## src/hw/rtl/cpn_pkg.sv

```systemverilog
// Shared widths, register indexes and the divider step for the chromaticity normalizer.
// No dependencies; every other file of the block imports this package.
package cpn_pkg;

  localparam int unsigned PixW     = 8;   // one color channel
  localparam int unsigned SumW     = 10;  // blue + green + red
  localparam int unsigned NumW     = 17;  // 510*x + sum
  localparam int unsigned DenW     = 11;  // 2*sum
  localparam int unsigned ShrW     = 8;   // quotient, one bit per divider stage
  localparam int unsigned CfgDataW = 10;  // widest register
  localparam int unsigned CfgIdxW  = 2;
  localparam int unsigned DivBits  = ShrW;
  localparam int unsigned ShW      = $clog2(DivBits);
  localparam int unsigned TrialW   = DenW + DivBits;

  // Register indexes of the configuration port
  typedef enum logic [CfgIdxW-1:0] {
    CFG_SUM_THR = 2'd0,
    CFG_RB_THR  = 2'd1
  } cfg_idx_e;

  typedef struct packed {
    logic [NumW-1:0] rem;
    logic            qbit;
  } div_step_t;

  // One restoring step: subtract the divisor shifted to the current quotient bit
  function automatic div_step_t div_step(input logic [NumW-1:0] rem,
                                         input logic [DenW-1:0] den,
                                         input logic [ShW-1:0]  sh);
    logic [TrialW-1:0] dsh;
    logic [TrialW-1:0] rem_x;
    div_step_t         res;
    dsh   = {{DivBits{1'b0}}, den} << sh;
    rem_x = {{(TrialW-NumW){1'b0}}, rem};
    if (rem_x >= dsh) begin
      res.rem  = NumW'(rem_x - dsh);
      res.qbit = 1'b1;
    end else begin
      res.rem  = rem;
      res.qbit = 1'b0;
    end
    return res;
  endfunction

endpackage

```

## src/hw/rtl/cpn_pix_if.sv

```systemverilog
// Pixel channel: valid/ready handshake carrying one BGR pixel item.
// Depends on cpn_pkg for the channel width.
interface cpn_pix_if import cpn_pkg::*; ();
  logic            valid;
  logic            ready;
  logic [PixW-1:0] blue;
  logic [PixW-1:0] green;
  logic [PixW-1:0] red;

  modport source (output valid, output blue, output green, output red, input ready);
  modport sink   (input valid, input blue, input green, input red, output ready);
endinterface

```

## src/hw/rtl/cpn_shr_if.sv

```systemverilog
// Share channel: valid/ready handshake carrying the two chromaticity values of an item.
// Depends on cpn_pkg for the share width.
interface cpn_shr_if import cpn_pkg::*; ();
  logic            valid;
  logic            ready;
  logic [ShrW-1:0] red_share;
  logic [ShrW-1:0] dominant_share;

  modport source (output valid, output red_share, output dominant_share, input ready);
  modport sink   (input valid, input red_share, input dominant_share, output ready);
endinterface

```

## src/hw/rtl/chromaticity_pixel_normalizer.sv

```systemverilog
// Top level of the chromaticity normalizer: gate, numerator build and an 8-stage divider.
// Depends on cpn_pkg, cpn_pix_if and cpn_shr_if.
//
//   channel   dir   handshake        payload
//   pix_i     in    valid / ready    blue, green, red (8 bit each)
//   shr_o     out   valid / ready    red_share, dominant_share (8 bit each)
//   cfg       in    cfg_we_i         cfg_idx_i (2 bit), cfg_data_i (10 bit)
//
// One item per cycle sustained while shr_o is ready; an item passes the gate stage, the
// numerator stage, then one stage per quotient bit in two parallel restoring dividers.
// Each stage loads when it is empty or its successor moves, so a stall at shr_o
// fills bubbles before it reaches pix_i; nothing is lost or repeated.
// rst_ni clears the stage valid bits and both thresholds to zero.
module chromaticity_pixel_normalizer import cpn_pkg::*; (
  input  logic                clk_i,
  input  logic                rst_ni,
  input  logic                cfg_we_i,
  input  logic [CfgIdxW-1:0]  cfg_idx_i,
  input  logic [CfgDataW-1:0] cfg_data_i,
  cpn_pix_if.sink             pix_i,
  cpn_shr_if.source           shr_o
);

  localparam int unsigned NStg = DivBits + 2;

  logic [SumW-1:0] sum_thr_q;
  logic [PixW-1:0] rb_thr_q;

  logic [NStg-1:0] vld_q;
  logic [NStg:0]   stg_rdy;

  // gate stage
  logic [SumW-1:0] g_sum_q;
  logic [PixW-1:0] g_red_q;
  logic [PixW-1:0] g_big_q;
  logic            g_pass_q;
  logic [SumW-1:0] sum_d;
  logic            pass_d;
  logic [PixW-1:0] big_d;

  // numerator stage
  logic [NumW-1:0] n_num_r_q;
  logic [NumW-1:0] n_num_d_q;
  logic [DenW-1:0] n_den_q;
  logic            n_pass_q;

  // divider stages
  logic [NumW-1:0] dv_rem_r_q [DivBits];
  logic [NumW-1:0] dv_rem_d_q [DivBits];
  logic [ShrW-1:0] dv_q_r_q   [DivBits];
  logic [ShrW-1:0] dv_q_d_q   [DivBits];
  logic [DenW-1:0] dv_den_q   [DivBits];
  logic            dv_pass_q  [DivBits];
  div_step_t       st_r       [DivBits];
  div_step_t       st_d       [DivBits];

  // Write the thresholds; drop writes to unknown indexes
  always_ff @(posedge clk_i or negedge rst_ni) begin
    if (!rst_ni) begin
      sum_thr_q <= '0;
      rb_thr_q  <= '0;
    end else if (cfg_we_i) begin
      unique case (cfg_idx_e'(cfg_idx_i))
        CFG_SUM_THR: sum_thr_q <= cfg_data_i[SumW-1:0];
        CFG_RB_THR:  rb_thr_q  <= cfg_data_i[PixW-1:0];
        default:     ;
      endcase
    end
  end

  // Ready chain: a stage loads when empty or when its successor loads
  always_comb begin
    stg_rdy[NStg] = shr_o.ready;
    for (int k = NStg - 1; k >= 0; k--) begin
      stg_rdy[k] = !vld_q[k] || stg_rdy[k+1];
    end
  end

  assign pix_i.ready = stg_rdy[0];

  // Advance valid bits
  always_ff @(posedge clk_i or negedge rst_ni) begin
    if (!rst_ni) begin
      vld_q <= '0;
    end else begin
      if (stg_rdy[0]) begin
        vld_q[0] <= pix_i.valid;
      end
      for (int k = 1; k < NStg; k++) begin
        if (stg_rdy[k]) begin
          vld_q[k] <= vld_q[k-1];
        end
      end
    end
  end

  // Gate: channel sum and threshold tests
  always_comb begin
    sum_d  = SumW'(pix_i.blue) + SumW'(pix_i.green) + SumW'(pix_i.red);
    pass_d = (sum_d > sum_thr_q) && ((pix_i.red > rb_thr_q) || (pix_i.blue > rb_thr_q));
    big_d  = (pix_i.red > pix_i.blue) ? pix_i.red : pix_i.blue;
  end

  always_ff @(posedge clk_i) begin
    if (stg_rdy[0]) begin
      g_sum_q  <= sum_d;
      g_red_q  <= pix_i.red;
      g_big_q  <= big_d;
      g_pass_q <= pass_d;
    end
  end

  // Numerators 510*x + sum and denominator 2*sum
  always_ff @(posedge clk_i) begin
    if (stg_rdy[1]) begin
      n_num_r_q <= ({g_red_q, 9'b0} - {8'b0, g_red_q, 1'b0}) + NumW'(g_sum_q);
      n_num_d_q <= ({g_big_q, 9'b0} - {8'b0, g_big_q, 1'b0}) + NumW'(g_sum_q);
      n_den_q   <= {g_sum_q, 1'b0};
      n_pass_q  <= g_pass_q;
    end
  end

  // One restoring step per stage on the remainders of the stage before
  always_comb begin
    st_r[0] = div_step(n_num_r_q, n_den_q, ShW'(DivBits - 1));
    st_d[0] = div_step(n_num_d_q, n_den_q, ShW'(DivBits - 1));
    for (int j = 1; j < DivBits; j++) begin
      st_r[j] = div_step(dv_rem_r_q[j-1], dv_den_q[j-1], ShW'(DivBits - 1 - j));
      st_d[j] = div_step(dv_rem_d_q[j-1], dv_den_q[j-1], ShW'(DivBits - 1 - j));
    end
  end

  // Restoring divider, one quotient bit per stage, most significant first
  always_ff @(posedge clk_i) begin
    if (stg_rdy[2]) begin
      dv_rem_r_q[0] <= st_r[0].rem;
      dv_rem_d_q[0] <= st_d[0].rem;
      dv_q_r_q[0]   <= {{(ShrW-1){1'b0}}, st_r[0].qbit};
      dv_q_d_q[0]   <= {{(ShrW-1){1'b0}}, st_d[0].qbit};
      dv_den_q[0]   <= n_den_q;
      dv_pass_q[0]  <= n_pass_q;
    end
    for (int j = 1; j < DivBits; j++) begin
      if (stg_rdy[j+2]) begin
        dv_rem_r_q[j] <= st_r[j].rem;
        dv_rem_d_q[j] <= st_d[j].rem;
        dv_q_r_q[j]   <= {dv_q_r_q[j-1][ShrW-2:0], st_r[j].qbit};
        dv_q_d_q[j]   <= {dv_q_d_q[j-1][ShrW-2:0], st_d[j].qbit};
        dv_den_q[j]   <= dv_den_q[j-1];
        dv_pass_q[j]  <= dv_pass_q[j-1];
      end
    end
  end

  // Drive the result; a gated-out pixel gives zero
  assign shr_o.valid          = vld_q[NStg-1];
  assign shr_o.red_share      = dv_pass_q[DivBits-1] ? dv_q_r_q[DivBits-1] : '0;
  assign shr_o.dominant_share = dv_pass_q[DivBits-1] ? dv_q_d_q[DivBits-1] : '0;

  // Larger channel never gives a smaller share
  a_dom_ge_red: assert property (@(posedge clk_i) disable iff (!rst_ni)
    shr_o.valid |-> (shr_o.dominant_share >= shr_o.red_share))
    else $error("dominant share below red share");

  // Final remainders stay below the divisor for a passing pixel
  a_rem_lt_den: assert property (@(posedge clk_i) disable iff (!rst_ni)
    (vld_q[NStg-1] && dv_pass_q[DivBits-1]) |->
      ((NumW'(dv_den_q[DivBits-1]) > dv_rem_r_q[DivBits-1]) &&
       (NumW'(dv_den_q[DivBits-1]) > dv_rem_d_q[DivBits-1])))
    else $error("divider remainder not reduced");

  // An accepted pixel lands in the gate stage
  a_accept_lands: assert property (@(posedge clk_i) disable iff (!rst_ni)
    (pix_i.valid && pix_i.ready) |=> vld_q[0])
    else $error("accepted item lost at gate stage");

  // A blocked numerator stage keeps its item
  a_blocked_holds: assert property (@(posedge clk_i) disable iff (!rst_ni)
    (vld_q[1] && !stg_rdy[2]) |=> vld_q[1])
    else $error("blocked numerator stage dropped its item");

endmodule

```

## src/flat_wrapper.sv

```systemverilog
// flat-port wrapper written by rule: the top's interface ports become plain ports
module chromaticity_pixel_normalizer_flat import cpn_pkg::*;
  (clk_i, rst_ni, cfg_we_i, cfg_idx_i, cfg_data_i, pix_i_valid, pix_i_blue, pix_i_green, pix_i_red, pix_i_ready, shr_o_valid, shr_o_red_share, shr_o_dominant_share, shr_o_ready);
  cpn_pix_if pix_i_i ();
  cpn_shr_if shr_o_i ();
  input  logic clk_i;
  input  logic rst_ni;
  input  logic cfg_we_i;
  input  logic [CfgIdxW-1:0] cfg_idx_i;
  input  logic [CfgDataW-1:0] cfg_data_i;
  input wire logic [$bits(pix_i_i.valid)-1:0] pix_i_valid;
  input wire logic [$bits(pix_i_i.blue)-1:0] pix_i_blue;
  input wire logic [$bits(pix_i_i.green)-1:0] pix_i_green;
  input wire logic [$bits(pix_i_i.red)-1:0] pix_i_red;
  output wire logic [$bits(pix_i_i.ready)-1:0] pix_i_ready;
  output wire logic [$bits(shr_o_i.valid)-1:0] shr_o_valid;
  output wire logic [$bits(shr_o_i.red_share)-1:0] shr_o_red_share;
  output wire logic [$bits(shr_o_i.dominant_share)-1:0] shr_o_dominant_share;
  input wire logic [$bits(shr_o_i.ready)-1:0] shr_o_ready;
  assign pix_i_i.valid = pix_i_valid;
  assign pix_i_i.blue = pix_i_blue;
  assign pix_i_i.green = pix_i_green;
  assign pix_i_i.red = pix_i_red;
  assign pix_i_ready = pix_i_i.ready;
  assign shr_o_valid = shr_o_i.valid;
  assign shr_o_red_share = shr_o_i.red_share;
  assign shr_o_dominant_share = shr_o_i.dominant_share;
  assign shr_o_i.ready = shr_o_ready;
  chromaticity_pixel_normalizer u_core (.clk_i(clk_i), .rst_ni(rst_ni), .cfg_we_i(cfg_we_i), .cfg_idx_i(cfg_idx_i), .cfg_data_i(cfg_data_i), .pix_i(pix_i_i), .shr_o(shr_o_i));
endmodule
```

## config.mk

```make
export PLATFORM = sky130hd
export DESIGN_NAME = chromaticity_pixel_normalizer_flat
export DESIGN_NICKNAME = d
export VERILOG_FILES = /design/src/hw/rtl/cpn_pkg.sv /design/src/hw/rtl/cpn_pix_if.sv /design/src/hw/rtl/cpn_shr_if.sv /design/src/hw/rtl/chromaticity_pixel_normalizer.sv /design/src/flat_wrapper.sv
export SDC_FILE = /design/constraint.sdc
export NUM_CORES = 1
export LEC_CHECK = 0
export BUFFER_PORTS_ARGS = -buffer_cell sky130_fd_sc_hd__buf_2
export CAP_MARGIN = 20
export CORE_ASPECT_RATIO = 0.8
export CORE_MARGIN = 1.5
export CORE_UTILIZATION = 40
export CTS_CLUSTER_SIZE = 24
export DETAILED_ROUTE_END_ITERATION = 7
export SLEW_MARGIN = 20
export SYNTH_ARGS = -nofsm -noshare
export SYNTH_HDL_FRONTEND = slang
export SYNTH_SLANG_ARGS = --single-unit
```

## constraint.sdc

```tcl
create_clock -name clk_i -period 6.3 [get_ports clk_i]
set_input_delay 0.945 -clock clk_i [delete_from_list [all_inputs] [get_ports clk_i]]
set_output_delay 0.945 -clock clk_i [all_outputs]
set_load 0.1 [all_outputs]
```

==> impl_metrics.tcl, run 1 <==
set metrics [dict create \
    status "complete, no violations" \
    rsz0062_at_grt "false" \
    place_congestion 0.884 \
    cp-start-kind "input pin" \
    port_buffers 58 \
    grt_pass1_wl_um 94800 \
    drt_iter0_drc 1148 \
    synth_cell_types 73 \
    synthXorXnorAreaFrac_pct 4.98 \
    pre_cts_ws_ns 1.70 \
    htree_num_levels 2 \
    cpMostUsedCell "buf_2" \
    syn_inst 2243 \
    synthTopCellsByArea "edfxtp_1 (50%), ha_1 (12%), o21ai_0 (3.0%)" \
    synth_edf_count 444 \
    use_met2_pct 27.7 \
    synthArstFlopShare_pct 5.93 \
    synth_top_family_by_area "adder cells" \
    maxCapViolCount 0 \
    critical_path.max_fanout 29 \
    fin_cells 3240 \
    worst-path-buf-inv 2 \
    setup_viol 0 \
    num_vias 17300 \
    drcViolationCount 0 \
    core_area_sq_um 65500 \
    clk_latency_ns 0.60 \
    postRouteAntennaNets 0 \
    synth_nets 2554 \
    crit_required_ns 5.35 \
    cts.clk_slew.worst_paths_ns 0.06 \
    met3_usage_pct 3.04 \
    crit_path_cell_trace "buf_2 -> nor2b_1 -> nand2_2 -> nor2_1 -> and2_1 -> nand4_1 -> or2_2 -> buf_2" \
    synth_warnings 0 \
    busiest_layer "met2" \
    yosysSeqAreaShare_pct 53.1 \
    synthSimpleGateAreaFrac_pct 10.3 \
    worstPathArrival_ns 3.23 \
    overflow 0 \
    io_pins 59 \
    synth_area_per_cell_sq_um 11.8 \
    synth_compound_area_share_pct 12.5 \
    place_hpwl_um 47900 \
    ctsResizeCount 0 \
    rrSetupSlack_ns 2.92 \
    max_freq_ghz 0.239 \
    finalClockSkew_ns 0.0262 \
    synth_top_area_share_pct 50.5 \
    use_met1_pct 26.3 \
    drt-total-wl_um 61600 \
    slew_viol_final 0 \
    dieArea_sq_um 67600 \
    die_h_um 233 \
    cp-end-kind "output pin" \
    synth_area_leader_cell "edfxtp_1" \
    ctsHoldBuffers 0 \
    muxShareOfSynthArea_pct 2.57 \
    diodes 0 \
    wl_per_cell_um 19.0 \
    dr.pass1.iters 5 \
    hold_class "in -> async" \
    finalHoldViolCount 0 \
    initial_utilization_pct 40.3 \
    slew_headroom_pct 31.3 \
    cts_tree "done" \
    criticalPathCategory "in -> out" \
    rows 84 \
    grt_max_degree 59 \
    grt_use_total_pct 18.1 \
    setup_ws_ns 2.12 \
    synth_area_sq_um 26400 \
    placed_cells 3144 \
    post_drt_via_cell_ratio 5.33 \
    cts_made_buffers 52 \
    cts.sinks 472 \
    area_delta_synth_final_pct 11.7 \
    grt_pass1_vias 16700 \
    ys_ff_latch 472 \
    tightestPinTransition_ns 1.03 \
    period_needed_ns 4.18 \
    yosys.area_share.adder_pct 13.3 \
    setup_tns_ns 0 \
    nets 2649 \
    clockBufferDepth 3 \
    antenna_found_initial 2 \
    clock-root-buffer "clkbuf_16" \
    fin_crit_sh_pct 66.3 \
    post-cts-setup-buffers 0 \
    drive_above_1_share_pct 9.33 \
    cp_top_family "simple AND/OR/NAND/NOR gates" \
    cp_slowest_cell "or2_2" \
    timing.hold.ws_ns 0.384 \
    dominantRegCellSynth "edfxtp_1" \
    slowest_delay_ns 0.57 \
    die_width_um 290 \
]
==> cell usage in the layout, fill, tap and decap left out, types with 12 or more instances in the layout <==
cell type,count
ha_1,252
dfrtp_1,28
xor2_1,66
nor2_1,122
fa_1,18
a21oi_1,131
o31ai_1,19
nand2b_1,47
nor4_1,22
clkbuf_16,54
nand3_1,25
nand2_1,145
nand4_1,22
clkbuf_1,12
a21o_1,62
o21a_1,35
nor3_1,40
or2_2,12
o21ai_0,160
buf_2,58
edfxtp_1,444
a21boi_0,12
and2_1,22
inv_1,197
xnor2_1,84
mux2_2,50
a211oi_1,14
nor2b_1,40
==> state kept, by name, indices dropped and copies added (netlist names), 16 cells and up <==
signal             cells
u_core.dv_den_q       63
u_core.dv_q_d_q       36
u_core.dv_q_r_q       36
u_core.dv_rem_d_q    116
u_core.dv_rem_r_q    115
u_core.n_num_d_q      17
u_core.n_num_r_q      16
==> synthesized netlist by cell type, types with 7 or more instances <==
cell	number
inv_1	199
o211a_1	8
a21oi_1	131
nor3_1	40
or2_2	12
nand3_1	27
o21ai_0	160
nor2b_1	40
a211oi_1	14
o21a_1	35
ha_1	252
and2_1	22
nor4_1	22
a211o_1	7
nand2b_1	47
xor2_1	66
a21o_1	62
o31ai_1	19
a21boi_0	12
xnor2_1	84
mux2_2	50
nand2_1	147
nor2_1	122
nand4_1	22
edfxtp_1	444
dfrtp_1	28
clkbuf_1	19
fa_1	18
mux2i_1	10
nand4b_1	9
a31oi_1	9
or4_1	7
o31a_1	7
==> routing by layer <==
| metal | share of wire (%) | wire length (um) | up-vias |
|---|---|---|---|
| met3 | 5.1 | 3130 | 98 |
| met1 | 49 | 30400 | 8279 |
| met2 | 43 | 26500 | 418 |
| li1 | - | - | 8479 |
| met5 | 0.018 | 11 | - |
| met4 | 2.4 | 1470 | 2 |
==> cell families after synthesis <==
kind of cell | count (synthesis)
compound gates | 521
xor+xnor | 150
fa+ha+maj | 270
buf+inv | 226
flops | 472
mux | 61
simple gates | 543
==> final timing paths <==
| path | depth (start not counted) | to | startpoint |
|---|---|---|---|
| max in group asynchronous | 1 | u_core.vld_q[2] | rst_ni |
| setup / recovery | 8 | pix_i_ready | shr_o_ready |
| min in group clk_i | 0 | u_core.dv_q_r_q[1][28] | u_core.dv_q_r_q[1][19] |
| hold reg to reg | 0 | u_core.dv_q_r_q[1][28] | u_core.dv_q_r_q[1][19] |
| setup reg to reg | 8 | u_core.dv_rem_d_q[1][31] | u_core.dv_rem_d_q[1][0] |
| hold / removal | 1 | u_core.rb_thr_q[6] | rst_ni |
==> per-stage QoR <==
stage / util, % / cell area, sq um
2_1_floorplan: - / 26400
3_3_place_gp: 42.4 / 27800
3_5_place_dp: 42.4 / 27800
4_1_cts: 45.0 / 29500
5_1_grt: 45.0 / 29500
6_report: 45.0 / 29500
==> layout make-up <==
type | instances | area, sq um
Fill cell | 5972 | 36000
Sequential cell | 472 | 14000
Multi-Input combinational cell | 1545 | 11500
Clock buffer | 66 | 1400
Tap cell | 860 | 1080
Inverter | 200 | 752
Timing Repair Buffer | 67 | 358
Clock inverter | 30 | 334
Power of run 1 is not shown: default switching activity piles up to over one toggle a cycle in this logic, so the estimate is an artifact.
==> run 2, diff against run 1 <==
==> constraint.sdc (replaced) <==
create_clock -name clk_i -period 4.2 [get_ports clk_i]
set_input_delay 0.63 -clock clk_i [delete_from_list [all_inputs] [get_ports clk_i]]
set_output_delay 0.63 -clock clk_i [all_outputs]
set_load 0.1 [all_outputs]
==> run 2 against run 1 <==
  * Final area up 0.12%
  * Routed wire length fell by 0.82%
  * Die area stayed put
  * Critical path depth increased by 16
  * Count of clock-buffer cells in the layout decreased by 7
  * Core utilization grew 0.055 points
  * Register-to-register slack got worse by 2.1 ns
  * Via count increased by 0.17%
  * Worst setup slack worse by 1.6 ns
  * Final cell count is 0.52% higher
==> impl_metrics.tcl, run 2 (synthesis results as in run 1) <==
set metrics [dict create \
    status "complete, no violations" \
    slew_headroom_pct 36.7 \
    initial_utilization_pct 40.3 \
    crit_path_cell_trace "buf_2 -> ha_1 -> inv_1 -> fa_1 -> nor2b_1 -> o21ai_0 -> nand2_1 -> a21o_1 -> nand2_1 -> nor2b_1 -> xnor2_1 -> ha_1 -> o21ai_0 -> nand2b_1 -> a21oi_1 -> buf_4 -> a211oi_1 -> ha_1 -> nand4_1 -> nor2_1 -> o21ai_0 -> nand2_1 -> o31ai_1 -> a21oi_1" \
    wl_per_cell_um 18.8 \
    antenna_found_initial 1 \
    period_needed_ns 3.66 \
    place_hpwl_um 47700 \
    regMostFlops "u_core.dv_rem_d_q" \
    post-cts-setup-buffers 0 \
    post_drt_via_cell_ratio 5.31 \
    cp_slowest_cell "fa_1" \
    port_buffers 58 \
    grt_pass1_vias 17000 \
    finalHoldViolCount 0 \
    nets 2668 \
    place_congestion 0.880 \
    clock-root-buffer "clkbuf_16" \
    rows 84 \
    cp-start-kind "input pin" \
    maxCapViolCount 0 \
    clk_latency_ns 0.60 \
    postRouteAntennaNets 0 \
    diodes 0 \
    crit_required_ns 4.54 \
    drt-total-wl_um 61100 \
    grt_max_degree 60 \
    ctsHoldBuffers 0 \
    slew_viol_final 0 \
    final-seq-area_sq_um 14000 \
    drt_iter0_drc 1157 \
    multi_input_area_sq_um 11600 \
    setup_viol 0 \
    tightestPinTransition_ns 0.945 \
    max_freq_ghz 0.273 \
    grt_pass1_wl_um 95800 \
    largest_reg_flops 116 \
    ctsResizeCount 0 \
    drive_above_1_share_pct 10.2 \
    htree_num_levels 2 \
    cts_made_buffers 51 \
    rsz0062_at_grt "false" \
    cts.clk_slew.worst_paths_ns 0.06 \
    finalClockSkew_ns 0.0255 \
    worstPathArrival_ns 3.99 \
    die_h_um 233 \
    num_vias 17300 \
    slowest_delay_ns 0.39 \
    reg2reg_depth 9 \
    overflow 0 \
    reg2reg_from "u_core.dv_rem_d_q[1][0]" \
    core_area_sq_um 65500 \
    dieArea_sq_um 67600 \
    r2r-end "u_core.dv_rem_r_q[1][28]" \
    criticalPathCategory "in -> reg" \
    cp-end-kind "flip-flop" \
    layout_common_cells "edfxtp_1 (444), ha_1 (252), inv_1 (197)" \
    nFillCells 6000 \
    die_width_um 290 \
    cts_tree "done" \
    clockBufferDepth 3 \
    top_regs "u_core.dv_rem_d_q (116), u_core.dv_rem_r_q (115), u_core.dv_den_q (63)" \
    final_common_cell "edfxtp_1" \
    dr.pass1.iters 5 \
    fin_crit_sh_pct 87.1 \
    rrSetupSlack_ns 0.80 \
    drcViolationCount 0 \
    io_pins 59 \
    timing.hold.ws_ns 0.0552 \
    grt_use_total_pct 18.1 \
    area_delta_synth_final_pct 11.8 \
    critical_path.max_fanout 2 \
    hold_class "in -> async" \
    cts.sinks 472 \
]
[run 2: cell count changes in the layout (fill, tap and decap cells not counted), moves of 2 or more]
| cell | delta |
|---|---|
| clkinvlp_4 | -4 |
| clkbuf_1 | -4 |
| inv_8 | +2 |
| clkbuf_16 | -3 |
| bufinv_16 | -3 |
| buf_4 | +20 |
| clkinv_2 | +7 |
| clkinv_1 | +3 |
[run 2: per-layer routing]
layer	GRT usage (%)	wire, um	share of wire, %	vias up
li1	-	-	-	8517
met1	26.1	29800	49	8282
met2	28.4	26900	44	409
met3	2.54	2810	4.6	97
met4	5.41	1540	2.5	0
met5	0	0	0	-
[run 2: worst max-delay path, delay by kind of cell]
kind | cells | cell delay [ns]
fa+ha+maj | 4 | 1.16
simple gates | 8 | 0.78
xor+xnor | 1 | 0.13
compound gates | 8 | 1.01
buf+inv | 3 | 0.28
[run 2: worst max-delay path by stage]
stage / slack [ns] / cells after the start / startpoint / endpoint
floorplan: -0.32 / 6 / u_core.vld_q[9] / pix_i_ready
global placement: -0.04 / 24 / pix_i_blue[0] / u_core.g_pass_q
detailed placement: -0.07 / 24 / pix_i_blue[0] / u_core.g_pass_q
CTS: 0.58 / 24 / pix_i_blue[0] / u_core.g_pass_q
global route: 0.26 / 24 / pix_i_blue[0] / u_core.g_pass_q
finish: 0.54 / 24 / pix_i_blue[0] / u_core.g_pass_q
[run 2: layout make-up]
| class | instances | share of cell area (%) |
|---|---|---|
| clock buffers | 59 | 4.42 |
| flip-flops and latches | 472 | 47.5 |
| clock inverters | 34 | 0.953 |
| inverters | 200 | 2.55 |
| repair buffers | 87 | 1.72 |
| well taps | 860 | 3.64 |
| multi-input cells | 1545 | 39.2 |
[run 2: metrics by stage]
stage	TNS (ns)	instances	setup WS [ns]	util [%]	area, sq um
floorplan	-2.85	2243	-0.320	-	26400
global placement	-0.0435	3164	-0.0435	42.7	27900
detailed placement	-0.0675	3164	-0.0675	42.7	27900
CTS	0	3257	0.581	45.1	29500
global route	0	3257	0.261	45.1	29500
finish	0	3257	0.544	45.1	29500
Power of run 2 is left out for the same reason.
==> run 3, diff against run 2 <==
==> constraint.sdc (replaced) <==
create_clock -name clk_i -period 3.09 [get_ports clk_i]
set_input_delay 0.4635 -clock clk_i [delete_from_list [all_inputs] [get_ports clk_i]]
set_output_delay 0.4635 -clock clk_i [all_outputs]
set_load 0.1 [all_outputs]
==> run 3 against run 2 <==
  * The run now ends with negative setup slack left
  * Non-clock buffer count increased by 86
  * Largest cell class unchanged
  * Worst setup slack worse by 0.75 ns
  * Clock skew rose by 0.0032 ns
  * Sequential share of layout area decreased by 1.3 points
  * Global-route usage up 0.073 points
==> impl_metrics.tcl, run 3 (synthesis results as in run 1) <==
set metrics [dict create \
    status "complete, but fails checks" \
    violations "negative setup slack" \
    cts.sinks 472 \
    max_freq_ghz 0.304 \
    drive_above_1_share_pct 13.9 \
    port_buffers 58 \
    worstPathArrival_ns 3.63 \
    num_vias 17600 \
    nets 2752 \
    drcViolationCount 0 \
    clock-root-buffer "clkbuf_16" \
    placed_cell_area_sq_um 28600 \
    largest_reg_flops 116 \
    period_needed_ns 3.29 \
    diodes 0 \
    fin_crit_sh_pct 107 \
    htree_num_levels 2 \
    top_regs "u_core.dv_rem_d_q (116), u_core.dv_rem_r_q (115), u_core.dv_den_q (63)" \
    layout_common_cells "edfxtp_1 (444), ha_1 (251), inv_1 (195)" \
    post_drt_via_cell_ratio 5.26 \
    finalHoldViolCount 0 \
    initial_utilization_pct 40.3 \
    setup_viol 1 \
    crit_required_ns 3.42 \
    timing.hold.ws_ns 0.0636 \
    grt_use_total_pct 18.2 \
    drt-total-wl_um 61900 \
    overflow 0 \
    place_hpwl_um 48700 \
    dr.pass1.iters 5 \
    setup_ws_ns -0.204 \
    cp-end-kind "flip-flop" \
    maxCapViolCount 0 \
    criticalPathCategory "in -> reg" \
    regMostFlops "u_core.dv_rem_d_q" \
    drt_iter0_drc 1208 \
    reg2reg_from "u_core.dv_rem_d_q[1][0]" \
    area_delta_synth_final_pct 14.9 \
    multi_input_area_sq_um 11700 \
    place_congestion 0.887 \
    dieArea_sq_um 67600 \
    r2r-end "u_core.dv_rem_d_q[1][22]" \
    wl_per_cell_um 18.5 \
    rrSetupSlack_ns 0.16 \
    slew_headroom_pct 34.4 \
    clockBufferDepth 3 \
    final-seq-area_sq_um 14000 \
    hold_class "in -> reg" \
    clk_latency_ns 0.60 \
    finalInstanceArea_sq_um 30400 \
    finalClockSkew_ns 0.0288 \
    cts_made_buffers 49 \
    nFillCells 5882 \
    grt_pass1_vias 17500 \
    grt_max_degree 59 \
    fin_cells 3339 \
    antenna_found_initial 0 \
    placed_cells 3241 \
    grt_pass1_wl_um 96500 \
    core_area_sq_um 65500 \
    die_width_um 290 \
    crit_start "pix_i_blue[0]" \
    tightestPinTransition_ns 0.984 \
    critical_path.max_fanout 2 \
    rsz0062_at_grt "true" \
    cts_tree "done" \
    die_h_um 233 \
    setup.worst_path.end "u_core.g_pass_q" \
    final_common_cell "edfxtp_1" \
    io_pins 59 \
    slew_viol_final 0 \
    rows 84 \
    cts.clk_slew.worst_paths_ns 0.06 \
    postRouteAntennaNets 0 \
    cp-start-kind "input pin" \
    setup_tns_ns -0.204 \
    reg2reg_depth 12 \
]
-- run 3: layout make-up --
cell class	instances	area share, %
multi-input combinational	1545	38.4
timing repair buffer	173	3.93
inverter	200	2.47
tap	860	3.54
sequential	472	46.2
clock buffer	55	4.18
clock inverter	34	1.21
-- run 3: worst max-delay path, stage by stage --
cell and delay, ns:
buf_6 0.08, ha_4 0.12, inv_2 0.03, fa_2 0.34, nor2b_2 0.13, o21ai_1 0.07
nand2_1 0.09, a21o_1 0.13, nand2_2 0.06, nor2b_4 0.13, xnor2_1 0.11, ha_1 0.31
o21ai_2 0.06, nand2b_1 0.10, buf_4 0.12, o41ai_2 0.07, xnor2_1 0.19, ha_1 0.28
a21oi_2 0.14, nor2b_1 0.06, o21ai_1 0.14, nand2_1 0.08, o31ai_2 0.22, a21oi_1 0.06
-- run 3: worst min path at each step --
stage | slack [ns] | start | cells past startpoint | endpoint
after floorplan | 0.17 | rst_ni | 0 | u_core.rb_thr_q[0]
after global placement | 0.40 | u_core.n_pass_q | 0 | u_core.dv_pass_q[0][0]
after detailed placement | 0.40 | u_core.dv_pass_q[0][0] | 0 | u_core.dv_pass_q[0][1]
after CTS | 0.03 | pix_i_valid | 2 | u_core.vld_q[0]
after global routing | 0.06 | pix_i_valid | 2 | u_core.vld_q[0]
final | 0.06 | pix_i_valid | 2 | u_core.vld_q[0]
-- run 3: through the flow --
step	worst slack, ns	utilization, %
floorplan	-1.26	-
detailed placement	-0.929	43.6
CTS	-0.127	46.3
global route	-0.464	46.4
global placement	-0.827	43.6
finish	-0.204	46.4
-- run 3: repair_timing --
item,4_1_cts,5_1_grt
hold buffers,1,0
endpoints found under the hold margin,28,0
pin swaps,16,2
gates resized for setup,10,10
buffers inserted,6,2
cloned,0,0
setup endpoints to repair,1,22
-- run 3: layer usage --
metal	share of wire, %	up-vias	global-route usage [%]	routed length, um
met1	47	8449	24.7	29300
met4	3.1	0	6.28	1940
met5	0	-	0	0
met3	3.4	95	2.26	2130
li1	-	8683	-	-
met2	46	350	30.1	28500
Power of run 3 is left out for the same reason.
